## config.mk

```make
export PLATFORM = sky130hd
export DESIGN_NAME = sirs_seq
export DESIGN_NICKNAME = d
export VERILOG_FILES = /design/src/hw/rtl/sirs_pkg.sv /design/src/hw/rtl/sirs_seq.sv
export SDC_FILE = /design/constraint.sdc
export NUM_CORES = 1
export LEC_CHECK = 0
export BUFFER_PORTS_ARGS = -buffer_cell sky130_fd_sc_hd__clkbuf_2
export CAP_MARGIN = 25
export CELL_PAD_IN_SITES_DETAIL_PLACEMENT = 0
export CELL_PAD_IN_SITES_GLOBAL_PLACEMENT = 1
export CORE_MARGIN = 5
export CORE_UTILIZATION = 39
export DETAILED_ROUTE_END_ITERATION = 6
export PLACE_DENSITY = 0.83
export SYNTH_ARGS = -nofsm -noshare
export SYNTH_HDL_FRONTEND = slang
export SYNTH_SLANG_ARGS = --single-unit
```

## constraint.sdc

```tcl
create_clock -name clk -period 3.45 [get_ports clk]
set_input_delay 0 -clock clk [delete_from_list [all_inputs] [get_ports clk]]
set_output_delay 0 -clock clk [all_outputs]
set_load 0.02 [all_outputs]
```

## src/hw/rtl/sirs_pkg.sv

```systemverilog
// Shared types, constants and helpers for the spatial IRNN sweep block.
package sirs_pkg;

	localparam int DEF_CHANNELS  = 16;
	localparam int DEF_POSITIONS = 1024;
	localparam int DEF_SLICES    = 256;

	localparam int PADDR_W = 3;
	localparam int PDATA_W = 32;

	localparam logic       OP_LOAD   = 1'b0;
	localparam logic       OP_SAMPLE = 1'b1;

	localparam logic       REG_FRACTION_BITS = 1'b0;
	localparam logic [3:0] FRACTION_BITS_RESET = 4'd8;

	typedef struct packed {
		logic               opcode;
		logic [3:0]         channel;
		logic [3:0]         weight_column;
		logic [9:0]         position;
		logic [7:0]         slice_index;
		logic signed [15:0] value;
	} sirs_item_t;

	typedef struct packed {
		logic [14:0] hidden_value;
		logic [3:0]  out_channel;
		logic [9:0]  out_position;
	} sirs_result_t;

	typedef struct packed {
		logic w_we;
		logic h_we;
		logic rd_en;
		logic acc_init;
	} sirs_ctl_t;

	function automatic int idx_w(input int depth);
		return (depth > 1) ? $clog2(depth) : 1;
	endfunction

endpackage

```

## src/hw/rtl/sirs_seq.sv

```systemverilog
// Item sequencer: range checks, address generation and the column walk.
module sirs_seq #(
	parameter int CHANNELS  = sirs_pkg::DEF_CHANNELS,
	parameter int POSITIONS = sirs_pkg::DEF_POSITIONS,
	parameter int SLICES    = sirs_pkg::DEF_SLICES
) (
	input  logic                                             clk,
	input  logic                                             arst_n,
	input  logic                                             item_valid,
	input  sirs_pkg::sirs_item_t                             item,
	output logic                                             item_ready,
	input  logic                                             out_free,
	input  logic                                             mac_busy,
	output sirs_pkg::sirs_ctl_t                              ctl,
	output logic [sirs_pkg::idx_w(CHANNELS*CHANNELS)-1:0]    w_addr,
	output logic [sirs_pkg::idx_w(2*CHANNELS*POSITIONS)-1:0] h_rd_addr,
	output logic [sirs_pkg::idx_w(2*CHANNELS*POSITIONS)-1:0] h_wr_addr,
	output logic signed [15:0]                               w_wdata,
	output logic signed [15:0]                               init_value,
	output logic                                             out_load,
	output logic [3:0]                                       out_channel,
	output logic [9:0]                                       out_position
);
	import sirs_pkg::*;

	localparam int CH_W = idx_w(CHANNELS);
	localparam int WA_W = idx_w(CHANNELS * CHANNELS);
	localparam int HA_W = idx_w(2 * CHANNELS * POSITIONS);

	localparam logic [HA_W-1:0] BANK_SPAN = HA_W'(CHANNELS * POSITIONS);
	localparam logic [HA_W-1:0] POS_STEP  = HA_W'(POSITIONS);
	localparam logic [WA_W-1:0] ROW_STEP  = WA_W'(CHANNELS);
	localparam logic [CH_W-1:0] K_LAST    = CH_W'(CHANNELS - 1);

	localparam logic [2:0] ST_IDLE     = 3'd0;
	localparam logic [2:0] ST_DISPATCH = 3'd1;
	localparam logic [2:0] ST_READ     = 3'd2;
	localparam logic [2:0] ST_DRAIN    = 3'd3;
	localparam logic [2:0] ST_FINISH   = 3'd4;

	logic [2:0]      state_q;
	logic [2:0]      state_d;
	logic [CH_W-1:0] k_q;
	sirs_item_t      req_q;
	logic            ok_q;
	logic [WA_W-1:0] w_addr_q;
	logic [HA_W-1:0] h_rd_addr_q;
	logic [HA_W-1:0] h_wr_addr_q;

	logic            ch_ok;
	logic            load_ok;
	logic            sample_ok;
	logic [WA_W-1:0] w_base;
	logic [HA_W-1:0] h_rd_base;
	logic [HA_W-1:0] h_wr_base;
	logic            is_load;

	assign ch_ok     = 32'(item.channel) < 32'(CHANNELS);
	assign load_ok   = ch_ok && (32'(item.weight_column) < 32'(CHANNELS));
	assign sample_ok = ch_ok && (32'(item.position) < 32'(POSITIONS))
		&& (32'(item.slice_index) < 32'(SLICES));

	assign w_base = WA_W'(item.channel) * ROW_STEP
		+ ((item.opcode == OP_LOAD) ? WA_W'(item.weight_column) : '0);
	assign h_rd_base = (item.slice_index[0] ? '0 : BANK_SPAN) + HA_W'(item.position);
	assign h_wr_base = (item.slice_index[0] ? BANK_SPAN : '0)
		+ HA_W'(item.channel) * POS_STEP + HA_W'(item.position);

	assign is_load = (req_q.opcode == OP_LOAD);

	always_comb begin
		state_d = state_q;
		unique case (state_q)
			ST_IDLE: begin
				if (item_valid) begin
					state_d = ST_DISPATCH;
				end
			end
			ST_DISPATCH: begin
				if (!ok_q || is_load) begin
					state_d = ST_IDLE;
				end else if (req_q.slice_index == '0) begin
					state_d = ST_FINISH;
				end else begin
					state_d = ST_READ;
				end
			end
			ST_READ: begin
				if (k_q == K_LAST) begin
					state_d = ST_DRAIN;
				end
			end
			ST_DRAIN: begin
				if (!mac_busy) begin
					state_d = ST_FINISH;
				end
			end
			ST_FINISH: begin
				if (out_free) begin
					state_d = ST_IDLE;
				end
			end
			default: begin
				state_d = ST_IDLE;
			end
		endcase
	end

	always_ff @(posedge clk or negedge arst_n) begin
		if (!arst_n) begin
			state_q <= ST_IDLE;
			k_q     <= '0;
		end else begin
			state_q <= state_d;
			if (state_q == ST_DISPATCH) begin
				k_q <= '0;
			end else if (state_q == ST_READ) begin
				k_q <= k_q + 1'b1;
			end
		end
	end

	always_ff @(posedge clk) begin
		if (state_q == ST_IDLE && item_valid) begin
			req_q       <= item;
			ok_q        <= (item.opcode == OP_LOAD) ? load_ok : sample_ok;
			w_addr_q    <= w_base;
			h_rd_addr_q <= h_rd_base;
			h_wr_addr_q <= h_wr_base;
		end else if (state_q == ST_READ) begin
			w_addr_q    <= w_addr_q + 1'b1;
			h_rd_addr_q <= h_rd_addr_q + POS_STEP;
		end
	end

	always_comb begin
		ctl          = '0;
		ctl.w_we     = (state_q == ST_DISPATCH) && ok_q && is_load;
		ctl.acc_init = (state_q == ST_DISPATCH) && ok_q && !is_load;
		ctl.rd_en    = (state_q == ST_READ);
		ctl.h_we     = (state_q == ST_FINISH) && out_free;
	end

	assign item_ready   = (state_q == ST_IDLE);
	assign out_load     = ctl.h_we;
	assign w_addr       = w_addr_q;
	assign h_rd_addr    = h_rd_addr_q;
	assign h_wr_addr    = h_wr_addr_q;
	assign w_wdata      = req_q.value;
	assign init_value   = req_q.value;
	assign out_channel  = req_q.channel;
	assign out_position = req_q.position;

endmodule

```

Yosys cells after proc, flatten, opt, wreduce, memory -nomap -nowiden
Index checks and enable logic that the tools add are counted.

operators by class
  magnitude comparators = 0
  mux-type cells = 16
  shifts and indexed selects = 0
  div/mod/pow operators = 0
  add/subtract/negate cells = 7
  multipliers = 0
  bitwise operators = 1
  equal/unequal tests = 9
  reduce and logical (&&, ||, !) cells = 9

operator list
  kind                                                                   count
  15-bit 2-to-1 mux                                                      4
  15-bit by 10-bit adder with 15-bit output                              2
  3-bit 2-to-1 mux                                                       6
  8-bit 2-to-1 mux                                                       2
  15-bit by 11-bit adder with 15-bit output, second input constant       1
  15-bit by 14-bit adder with 15-bit output                              1
  3-bit case mux with 5 select lines                                     1
  4-bit 2-to-1 mux                                                       3
  8-bit by 1-bit adder with 8-bit output, second input constant          1
  8-bit by 4-bit adder with 8-bit output                                 1
  8-bit zero test                                                        1
  3-bit by 2-bit equality test with 1-bit output, second input constant  2
  2-bit != test, second input constant                                   3
  4-bit by 1-bit adder with 4-bit output, second input constant          1
  4-bit equality test, second input constant                             1
  1-bit logical AND                                                      4
  4-bit AND reduction                                                    1
  2-bit nonzero test                                                     2
  3-bit by 1-bit equality test with 1-bit output, second input constant  1
  3-bit equality test, second input constant                             1
  3-bit zero test                                                        1
  2-bit by 1-bit != test with 1-bit output, second input constant        1
  1-bit NOT                                                              1

word-level totals
  RAM bits = 0
  input port bits = 48
  memories kept = 0
  register bits after elaboration = 84
  output and inout port bits = 90
  bits in latches = 0
  memory bits (read-only) = 0

Longest topological paths before layout
Gate-level depths: netlist of run 1.

  depth after elaboration = 4
  gate-level depth with buffers = 7

Worst setup path after synthesis of run 1
No wires, ideal clock.

  path kind = reg-to-reg
  start = register state_q[1]
  end = register h_rd_addr_q[10], in the netlist h_rd_addr[10] (enable)
  arrival time = 1.418 ns
  required time = 3.125 ns
  stages on the path, launching flop included = 5
  period minus slack after synthesis = 1.743 ns
  setup slack = 1.707 ns
  setup time = 0.325 ns
  path through = dfrtp_1 -> buf_6 -> inv_1 -> nor3_1 -> or2_2

RTL lines
  element                 line             text
  start, declared         sirs_seq.sv:41   logic [2:0] state_q;
  start signal, assigned  sirs_seq.sv:114  state_q <= state_d;
  end signal, assigned    sirs_seq.sv:128  h_rd_addr_q <= h_rd_base;
  end signal, assigned    sirs_seq.sv:132  h_rd_addr_q <= h_rd_addr_q + POS_STEP;
  end, declared           sirs_seq.sv:47   logic [HA_W-1:0] h_rd_addr_q;

Final worst setup path of run 1
  start = register state_q[0]
  end = register h_rd_addr_q[11], in the netlist h_rd_addr[11] (enable)

between the ends
  word-level cells in the longest chain between the ends = 3
  elaborated cells between the ends (all ways) = 4
  those cells by class = eq/ne: 1; reduce/logical: 3

RTL lines
  element                         line             text
  3-bit zero test                 sirs_seq.sv:124  if (state_q == ST_IDLE && item_valid) begin
  1-bit logical AND               sirs_seq.sv:124
  2-bit nonzero test (no line) *  -

Every way passes the cells marked *; elsewhere a longest branch is shown, timed or not.
A chain may end at the register's enable or synchronous reset.

==> impl_metrics.py, run 1 <==
metrics = {
    "logic_synthesis": {
        "syn_inst": 237,
        "synth_warnings": 0,
        "synth_edf_count": 62,
        "avgSynthCellArea_um2": 13.3,
        "synth-seq-cells": 69,
        "netlist_area_um2": 3160,
        "synth_ff_type": "edfxtp_1",
        "yosysSeqAreaShare": 0.645,
        "synth_fp_nets": 288,
        "async_flop_share": 0.101,
        "ys_types": 36,
    },
    "route": {
        "drcViolationCount": 0,
        "via_per_inst": 4.46,
        "routedWlPerCell_um": 14.4,
        "wirelength_mm": 6.74,
        "drt_pass1_iterations": 5,
        "vias": 2092,
        "dr.first_iter.drc_count": 140,
        "ant_nets": 0,
    },
    "clocking": {
        "clockRootBuffer": "clkbuf_8",
        "cts-buffers-inserted": 9,
        "cts.clk_slew.worst_paths_ns": 0.07,
        "worstSkewPairLatency_ns": 0.33,
        "cts_setup_buffers": 0,
        "clock-sinks": 69,
        "cts_buffer_depth": 2,
        "cts_tree": "yes",
        "cts.htree.levels": 3,
    },
    "placement": {
        "dp_hpwl_mm": 4.84,
        "placed_cell_area_um2": 3470,
        "gp_congestion": 0.794,
        "port_buffers": 137,
        "place_ws_ns": 0.887,
    },
    "cells_and_area": {
        "fill_cells": 653,
        "fin_area_um2": 4110,
        "area_growth_pct": 30.3,
        "final-seq-area_um2": 2040,
        "antenna_cells": 0,
        "multi_input_area_um2": 579,
        "num-nets-final": 413,
        "drive_gt1_frac": 0.422,
    },
    "timing": {
        "hold_viol": 0,
        "setup_violations": 0,
        "maxSlewViolCount": 0,
        "tightest_slew_ns": 0.640,
        "worst_slack_ns": 0.919,
        "fin_setup_tns_ns": 0,
        "max_freq_mhz": 395,
        "fin_worst_skew_ns": 0.00556,
        "rsz0062_at_grt": "no",
        "fin_crit_sh": 0.734,
        "min_period_ns": 2.53,
        "maxSlewHeadroom": 0.573,
    },
    "power_and_ir_drop": {
        "switching_share": 0.388,
        "peakVddDrop_mv": 0.446,
        "finalPower_uw": 3330,
        "p_clk_frac": 0.183,
        "p_leak_uw": 0.00179,
        "internal-power_uw": 2040,
        "powerDensity_nw_per_um2": 811,
        "p_switching_uw": 1290,
        "seq_power_share": 0.446,
        "pwr-share-comb": 0.371,
    },
    "grt": {
        "grt_pass1_vias": 2022,
        "grt_max_degree": 41,
        "overflow": 0,
        "grtUsageMet3": 0.0424,
        "track_usage": 0.132,
        "grt_pass1_wl_mm": 10.1,
        "use_met1": 0.154,
        "antenna_found_initial": 0,
        "use_met2": 0.222,
        "gr-max-usage-layer": "met2",
    },
    "floorplan": {
        "start_util": 0.404,
        "ioPinCount": 138,
        "coreArea_um2": 7810,
        "die_y_um": 100,
        "die_area_um2": 9990,
        "rows": 32,
        "die_w_um": 100,
    },
    "setup_path": {
        "worst-path-max-fanout": 33,
        "arrival_ns": 2.54,
        "critical_path_class": "reg -> reg",
        "cp-end-kind": "flop",
        "cp.required_ns": 3.45,
        "start_kind": "flop",
    },
    "run": {
        "drv_cap": 0,
    },
    "status": {
        "outcome": "completed",
    },
    "min_path": {
        "hold_class": "in -> async",
    },
}
per-stage QoR:
step / hold slack, ns / std cells / util
2_1_floorplan: -0.296 / 237 / -
3_3_place_gp: -0.145 / 407 / 0.444
3_5_place_dp: -0.149 / 407 / 0.444
4_1_cts: 0.0395 / 469 / 0.527
5_1_grt: 0.0430 / 469 / 0.527
6_report: 0.0480 / 469 / 0.527
layout make-up:
class	count	share of cell area
Clock buffer	12	0.0329
Clock inverter	4	0.0119
Inverter	5	0.00456
Multi-Input combinational cell	93	0.141
Sequential cell	69	0.495
Tap cell	102	0.0310
Timing Repair Buffer	184	0.284
synth_stat cells, types with 2 or more instances:
master    instances  area, um2
ha_1              3       37.5
a22oi_1           2       15.0
o21ai_1           5       25.0
inv_1             5       18.8
dfrtp_1           7        175
nor3_1            2       10.0
o21ai_0           9       45.0
clkbuf_1          3       11.3
buf_6             3       33.8
nor2_1            7       26.3
and3_1           13       81.3
nor2b_1           2       12.5
edfxtp_1         62       1860
nand2_1           8       30.0
nand3_1           9       45.0
a21oi_1           3       15.0
xor2_1            6       52.6
xnor2_1           3       26.3
nand2b_1          2       12.5
nand3b_1          4       30.0
nor4_1            2       12.5
buf_4            63        473
cells by family after synthesis:
kind of cell    Yosys count  share of synthesized area
flops                    69                      0.645
buf+inv                  75                      0.172
xor+xnor                  9                     0.0250
compound gates           24                     0.0444
fa+ha+maj                 3                     0.0119
simple gates             57                      0.102
cells in the final DEF, fill, tap and decap left out, drive strengths merged, types with 2 or more instances in the layout:
master,count
edfxtp,62
dlygate4sd3,46
o21ai,14
nor2b,2
xnor2,3
dfrtp,7
xor2,6
nand3b,4
nor2,7
inv,5
nand3,9
and3,13
nor3,3
a21oi,4
nand2,8
clkbuf,149
a22oi,2
ha,3
nor4,2
clkinv,3
nand2b,2
worst max-delay path, cell delays in order, from the launching register on:
cell	delay, ns
dfrtp_1	0.54
nor3_2	0.56
and2_2	0.68
or2_2	0.43
final timing paths:
| check | cells past startpoint | endpoint | from | slack [ns] |
|---|---|---|---|---|
| setup reg to reg | 3 | h_rd_addr[11]$_SDFFCE_PP0P_ | state_q[0]$_DFFE_PN0P_ | 0.92 |
| hold / removal | 2 | k_q[1]$_DFFE_PN0P_ | arst_n | 0.05 |
| min in group clk | 3 | state_q[0]$_DFFE_PN0P_ | item_valid | 0.16 |
| setup / recovery | 3 | h_rd_addr[11]$_SDFFCE_PP0P_ | state_q[0]$_DFFE_PN0P_ | 0.92 |
| hold reg to reg | 2 | k_q[3]$_DFFE_PN0P_ | k_q[3]$_DFFE_PN0P_ | 0.59 |
| max in group asynchronous | 2 | k_q[2]$_DFFE_PN0P_ | arst_n | 3.23 |
power groups by stage:
stage          Sequential (uW)  Clock [uW]  Combinational (uW)
3_5_place_dp              1510           0                1210
2_1_floorplan             1580           0                 908
4_1_cts                   1490         632                1250
6_report                  1490         609                1240
5_1_grt                   1530         669                1350
3_3_place_gp              1490           0                1200
what timing repair did:
item | in CTS | in global routing
hold buffers | 46 | 0
resized for setup | 0 | 0
hold endpoints to repair | 65 | 0
sequential cells by signal (all words and copies together), names as in the netlist, 3 cells and up:
| signal | cells |
|---|---|
| h_rd_addr | 15 |
| init_value | 16 |
| k_q | 4 |
| out_channel | 3 |
| out_position | 9 |
| req_q | 9 |
| state_q | 3 |
| w_addr | 8 |
per-layer routing:
metal  up-vias  routed length (um)
li1       1032                   -
met1       946                2620
met2       108                3330
met3         6                 728
met4         0                  64
met5         -                   0
Power figures use the tool's default switching activity.
==> run 2, diff against run 1 <==
Settings changed: ABC_AREA set to 1, CORE_UTILIZATION 39 to 32, PLACE_DENSITY 0.83 to 0.73.
Clock period 3.45 ns to 2.3 ns, I/O delays scaled along.
==> impl_metrics.py, run 2 <==
metrics = {
    "setup_path": {
        "crit_slowest_cell": "dfrtp_1",
        "cp-end-kind": "flop",
        "critPathMaxStageDelay_ns": 0.46,
        "cpMostUsedCell": "inv_1",
        "worst-path-max-fanout": 13,
        "arrival_ns": 1.72,
        "start_kind": "flop",
        "path_delay_family": "buffers and inverters",
        "cp_cell_sequence": "nor2_4, nand2_1, inv_1, nor2_1, inv_1",
        "cp.required_ns": 2.29,
        "critical_path_class": "reg -> reg",
        "critical_path_buf_inv_count": 2,
    },
    "clocking": {
        "postCtsHoldBufs": 46,
        "cts.clk_slew.worst_paths_ns": 0.07,
        "clockRootBuffer": "clkbuf_8",
        "cts_tree": "yes",
        "ctsResizeCount": 0,
        "cts_buffer_depth": 2,
        "worstSkewPairLatency_ns": 0.34,
        "cts_setup_buffers": 0,
        "cts-buffers-inserted": 9,
        "cts.htree.levels": 3,
        "clock-sinks": 69,
    },
    "logic_synthesis": {
        "synth_edf_count": 62,
        "synth_fp_nets": 343,
        "netlist_area_um2": 3290,
        "synth_top_cells_by_count": "buf_4, edfxtp_1, nand2_1, inv_1, nor2_1",
        "yosysSeqAreaShare": 0.619,
        "yosys.area.top_type": "edfxtp_1",
        "synth_ff_type": "edfxtp_1",
        "ys_types": 24,
        "synth_warnings": 0,
        "syn_inst": 292,
        "avgSynthCellArea_um2": 11.3,
        "yosys-top-cells-area": "edfxtp_1, buf_4, nand2_1, dfrtp_1, inv_1",
        "synth_top_cell_area_share": 0.566,
        "synth-seq-cells": 69,
        "async_flop_share": 0.101,
    },
    "floorplan": {
        "die_area_um2": 12400,
        "die_w_um": 111,
        "start_util": 0.323,
        "ioPinCount": 138,
        "rows": 37,
        "die_y_um": 111,
        "coreArea_um2": 10200,
    },
    "power_and_ir_drop": {
        "switching_share": 0.407,
        "p_clk_frac": 0.187,
        "pwr-share-comb": 0.391,
        "internal-power_uw": 3100,
        "peakVddDrop_mv": 0.439,
        "seq_power_share": 0.422,
        "powerDensity_nw_per_um2": 1210,
        "p_switching_uw": 2130,
        "finalPower_uw": 5220,
        "p_leak_uw": 0.00204,
    },
    "timing": {
        "fin_setup_tns_ns": 0,
        "fin_crit_sh": 0.752,
        "max_freq_mhz": 578,
        "tightest_slew_ns": 0.466,
        "maxSlewViolCount": 0,
        "timing.hold.ws_ns": 0.0299,
        "hold_viol": 0,
        "min_period_ns": 1.73,
        "rsz0062_at_grt": "no",
        "maxSlewHeadroom": 0.689,
        "setup_violations": 0,
        "fin_worst_skew_ns": 0.00585,
    },
    "grt": {
        "track_usage": 0.113,
        "grt_pass1_wl_mm": 11.2,
        "overflow": 0,
        "antenna_found_initial": 0,
        "grt_pass1_vias": 2365,
        "grt_max_degree": 63,
    },
    "route": {
        "ant_nets": 0,
        "wl_met2_mm": 3.30,
        "drt_pass1_iterations": 4,
        "dr_wl_met3_um": 596,
        "via_per_inst": 4.01,
        "routedWlPerCell_um": 11.9,
        "top_layer": "met4",
        "m1WireLength_mm": 2.77,
        "drcViolationCount": 0,
        "vias": 2255,
        "wirelength_mm": 6.73,
        "dr.first_iter.drc_count": 58,
    },
    "cells_and_area": {
        "antenna_cells": 0,
        "num-nets-final": 473,
        "layout_common_cells": "clkbuf_2, edfxtp_1, nand2_1",
        "largest_reg_flops": 16,
        "area_growth_pct": 31.5,
        "drive_gt1_frac": 0.396,
        "layout_commonest_cell": "clkbuf_2",
        "fill_cells": 958,
    },
    "placement": {
        "dp_hpwl_mm": 4.78,
        "gp_congestion": 0.815,
        "port_buffers": 137,
    },
    "min_path": {
        "hold_class": "in -> async",
    },
    "run": {
        "drv_cap": 0,
    },
    "status": {
        "outcome": "completed",
    },
}
run 2: cell count changes in the layout (fill, tap and decap cells not counted), moves of 4 or more:
cell	change
and3_1	-13
inv_1	+32
nand2_1	+40
nand3_1	+6
nand3b_1	-4
nor2_1	+20
o21ai_0	-4
o21ai_1	-5
run 2: cells by family (layout without fill, tap and decap cells):
family | after synthesis | in the layout | share of synthesized area
simple gates | 103 | 103 | 0.144
xor+xnor | 3 | 3 | 0.00799
buf+inv | 103 | 238 | 0.196
compound gates | 11 | 11 | 0.0213
flops | 69 | 69 | 0.619
fa+ha+maj | 3 | 3 | 0.0114
run 2: path summary, 6_finish.rpt:
kind	slack [ns]	start	to	cells after the start
min	0.03	arst_n	state_q[1]$_DFFE_PN0P_	2
max in group asynchronous	2.10	arst_n	k_q[0]$_DFFE_PN0P_	2
min reg2reg	0.50	k_q[0]$_DFFE_PN0P_	k_q[0]$_DFFE_PN0P_	1
min in group clk	0.12	item_valid	state_q[1]$_DFFE_PN0P_	5
max reg2reg	0.57	state_q[0]$_DFFE_PN0P_	w_addr[1]$_DFFE_PP_	5
max	0.57	state_q[0]$_DFFE_PN0P_	w_addr[1]$_DFFE_PP_	5
run 2: worst reg2reg max path, stage by stage, from the launching register on:
cell and delay, ns:
dfrtp_1 0.46, nor2_4 0.19, nand2_1 0.11, inv_1 0.19, nor2_1 0.08, inv_1 0.36
run 2: through the flow:
stage | instances | setup WS (ns) | cell area (um2) | utilization
floorplan | 292 | 0.435 | 3290 | -
detailed placement | 501 | 0.550 | 3660 | 0.360
global route | 563 | 0.411 | 4320 | 0.424
finish | 563 | 0.570 | 4320 | 0.424
CTS | 563 | 0.533 | 4320 | 0.424
global placement | 501 | 0.568 | 3660 | 0.360
run 2: cell type report:
type,count,area [um2],share of cell area
clock buffers,9,124,0.0287
clock inverters,7,73.8,0.0171
inverters,38,145,0.0336
multi-input cells,120,607,0.140
flip-flops and latches,69,2040,0.471
well taps,136,170,0.0394
repair buffers,184,1170,0.270
run 2: power by group through the flow:
stage | registers (uW) | logic [uW] | clock network (uW)
3_3_place_gp | 2220 | 1990 | 0
6_report | 2200 | 2040 | 975
2_1_floorplan | 2370 | 1480 | 0
3_5_place_dp | 2230 | 2020 | 0
4_1_cts | 2210 | 2090 | 1020
5_1_grt | 2270 | 2280 | 1090
run 2: per-layer routing:
layer	vias up	global-route usage
met3	6	0.0543
met2	98	0.193
li1	1139	-
met5	-	0
met1	1012	0.125
met4	0	0.0365
==> run 3, diff against run 2 <==
Settings changed: CORE_UTILIZATION 32 to 36, PLACE_DENSITY 0.73 to 0.78.
Clock period 2.3 ns to 1.76 ns, I/O delays scaled along.
==> impl_metrics.py, run 3 (same netlist as run 2, synthesis figures left out) <==
metrics = {
    "cells_and_area": {
        "num-nets-final": 474,
        "area_growth_pct": 31.4,
        "utilization": 0.491,
        "layout_commonest_cell": "clkbuf_2",
        "fill_cells": 812,
        "antenna_cells": 0,
        "drive_gt1_frac": 0.402,
        "layout_common_cells": "clkbuf_2, edfxtp_1, nand2_1",
        "largest_reg_flops": 16,
    },
    "clocking": {
        "clock-sinks": 69,
        "cts.htree.levels": 3,
        "cts_tree": "yes",
        "worstSkewPairLatency_ns": 0.33,
        "cts_setup_buffers": 0,
        "cts-buffers-inserted": 9,
        "cts_buffer_depth": 2,
        "cts.clk_slew.worst_paths_ns": 0.08,
        "clockRootBuffer": "clkbuf_8",
    },
    "power_and_ir_drop": {
        "peakVddDrop_mv": 0.742,
        "powerDensity_nw_per_um2": 1620,
        "p_leak_uw": 0.00207,
    },
    "placement": {
        "port_buffers": 137,
        "dp_hpwl_mm": 5.00,
        "place_ws_ns": 0.131,
        "gp_congestion": 0.753,
    },
    "route": {
        "wirelength_mm": 6.95,
        "drt_pass1_iterations": 4,
        "vias": 2275,
        "drcViolationCount": 0,
        "via_per_inst": 4.24,
        "dr.first_iter.drc_count": 56,
        "ant_nets": 0,
        "routedWlPerCell_um": 13.0,
    },
    "setup_path": {
        "worst-path-max-fanout": 13,
        "critical_path_class": "reg -> reg",
        "cp-end-kind": "flop",
        "arrival_ns": 1.61,
        "r2r_setup_slack_ns": 0.16,
        "cp.required_ns": 1.77,
        "start_kind": "flop",
    },
    "floorplan": {
        "rows": 34,
        "die_y_um": 106,
        "start_util": 0.373,
        "die_w_um": 106,
        "ioPinCount": 138,
        "coreArea_um2": 8810,
        "die_area_um2": 11100,
    },
    "timing": {
        "min_period_ns": 1.60,
        "tightest_slew_ns": 0.400,
        "hold_viol": 0,
        "maxSlewViolCount": 0,
        "max_freq_mhz": 625,
        "maxSlewHeadroom": 0.731,
        "fin_crit_sh": 0.908,
        "worst_slack_ns": 0.161,
        "fin_setup_tns_ns": 0,
        "rsz0062_at_grt": "no",
        "fin_worst_skew_ns": 0.00748,
        "setup_violations": 0,
    },
    "grt": {
        "antenna_found_initial": 0,
        "track_usage": 0.123,
        "grt_pass1_wl_mm": 10.9,
        "grt_pass1_vias": 2266,
        "overflow": 0,
        "grt_max_degree": 34,
    },
    "status": {
        "outcome": "completed",
    },
    "run": {
        "drv_cap": 0,
    },
    "min_path": {
        "hold_class": "in -> async",
    },
}
==> run 3: area by class of cell <==
type                       count  area (um2)  area share
clock buffer                   9         124      0.0287
tap                          108         135      0.0313
inverter                      38         145      0.0336
sequential                    69        2040       0.471
timing repair buffer         185        1170       0.272
clock inverter                 7        98.8      0.0229
multi-input combinational    120         607       0.140
==> run 3: where the power goes <==
| part | leakage (uW) | switching (uW) | internal (uW) |
|---|---|---|---|
| logic | 0.00128 | 1820 | 883 |
| clock network | 0.000110 | 614 | 805 |
| registers | 0.000671 | 364 | 2510 |
| total | 0.00207 | 2800 | 4200 |
==> run 3: worst max-delay path, cell delays in order, from the launching register on <==
cell	delay, ns
dfrtp_1	0.47
nor2_4	0.19
nand2_1	0.11
inv_1	0.19
nor2_1	0.08
inv_2	0.23
==> run 3: metrics by stage <==
step	instances	power [uW]	hold WS, ns	area [um2]
detailed placement	474	5600	-0.145	3640
floorplan	292	5050	-0.296	3290
CTS	536	7130	0.0124	4320
global placement	474	5520	-0.150	3640
finish	536	7000	0.0367	4320
global route	536	7470	0.0319	4320
==> run 3: worst paths after layout <==
kind / to / start / cells after the start
max: w_addr[3]$_DFFE_PP_ / state_q[0]$_DFFE_PN0P_ / 5
min in group clk: state_q[0]$_DFFE_PN0P_ / item_valid / 5
max reg2reg: w_addr[3]$_DFFE_PP_ / state_q[0]$_DFFE_PN0P_ / 5
min reg2reg: k_q[0]$_DFFE_PN0P_ / k_q[0]$_DFFE_PN0P_ / 1
max in group asynchronous: k_q[0]$_DFFE_PN0P_ / arst_n / 2
min: k_q[2]$_DFFE_PN0P_ / arst_n / 2
==> run 3: routing by layer <==
| metal | vias up | share of wire | wire [um] | GRT usage |
|---|---|---|---|---|
| met1 | 1033 | 0.41 | 2880 | 0.139 |
| met3 | 7 | 0.086 | 598 | 0.0403 |
| met4 | 0 | 0.010 | 72 | 0.0472 |
| met5 | - | 0 | 0 | 0 |
| met2 | 94 | 0.49 | 3390 | 0.214 |
| li1 | 1141 | - | - | - |
==> run 3: repair_timing <==
item	in CTS	in global routing
gates resized for setup	0	0
hold endpoints to repair	67	0
hold buffers	46	0
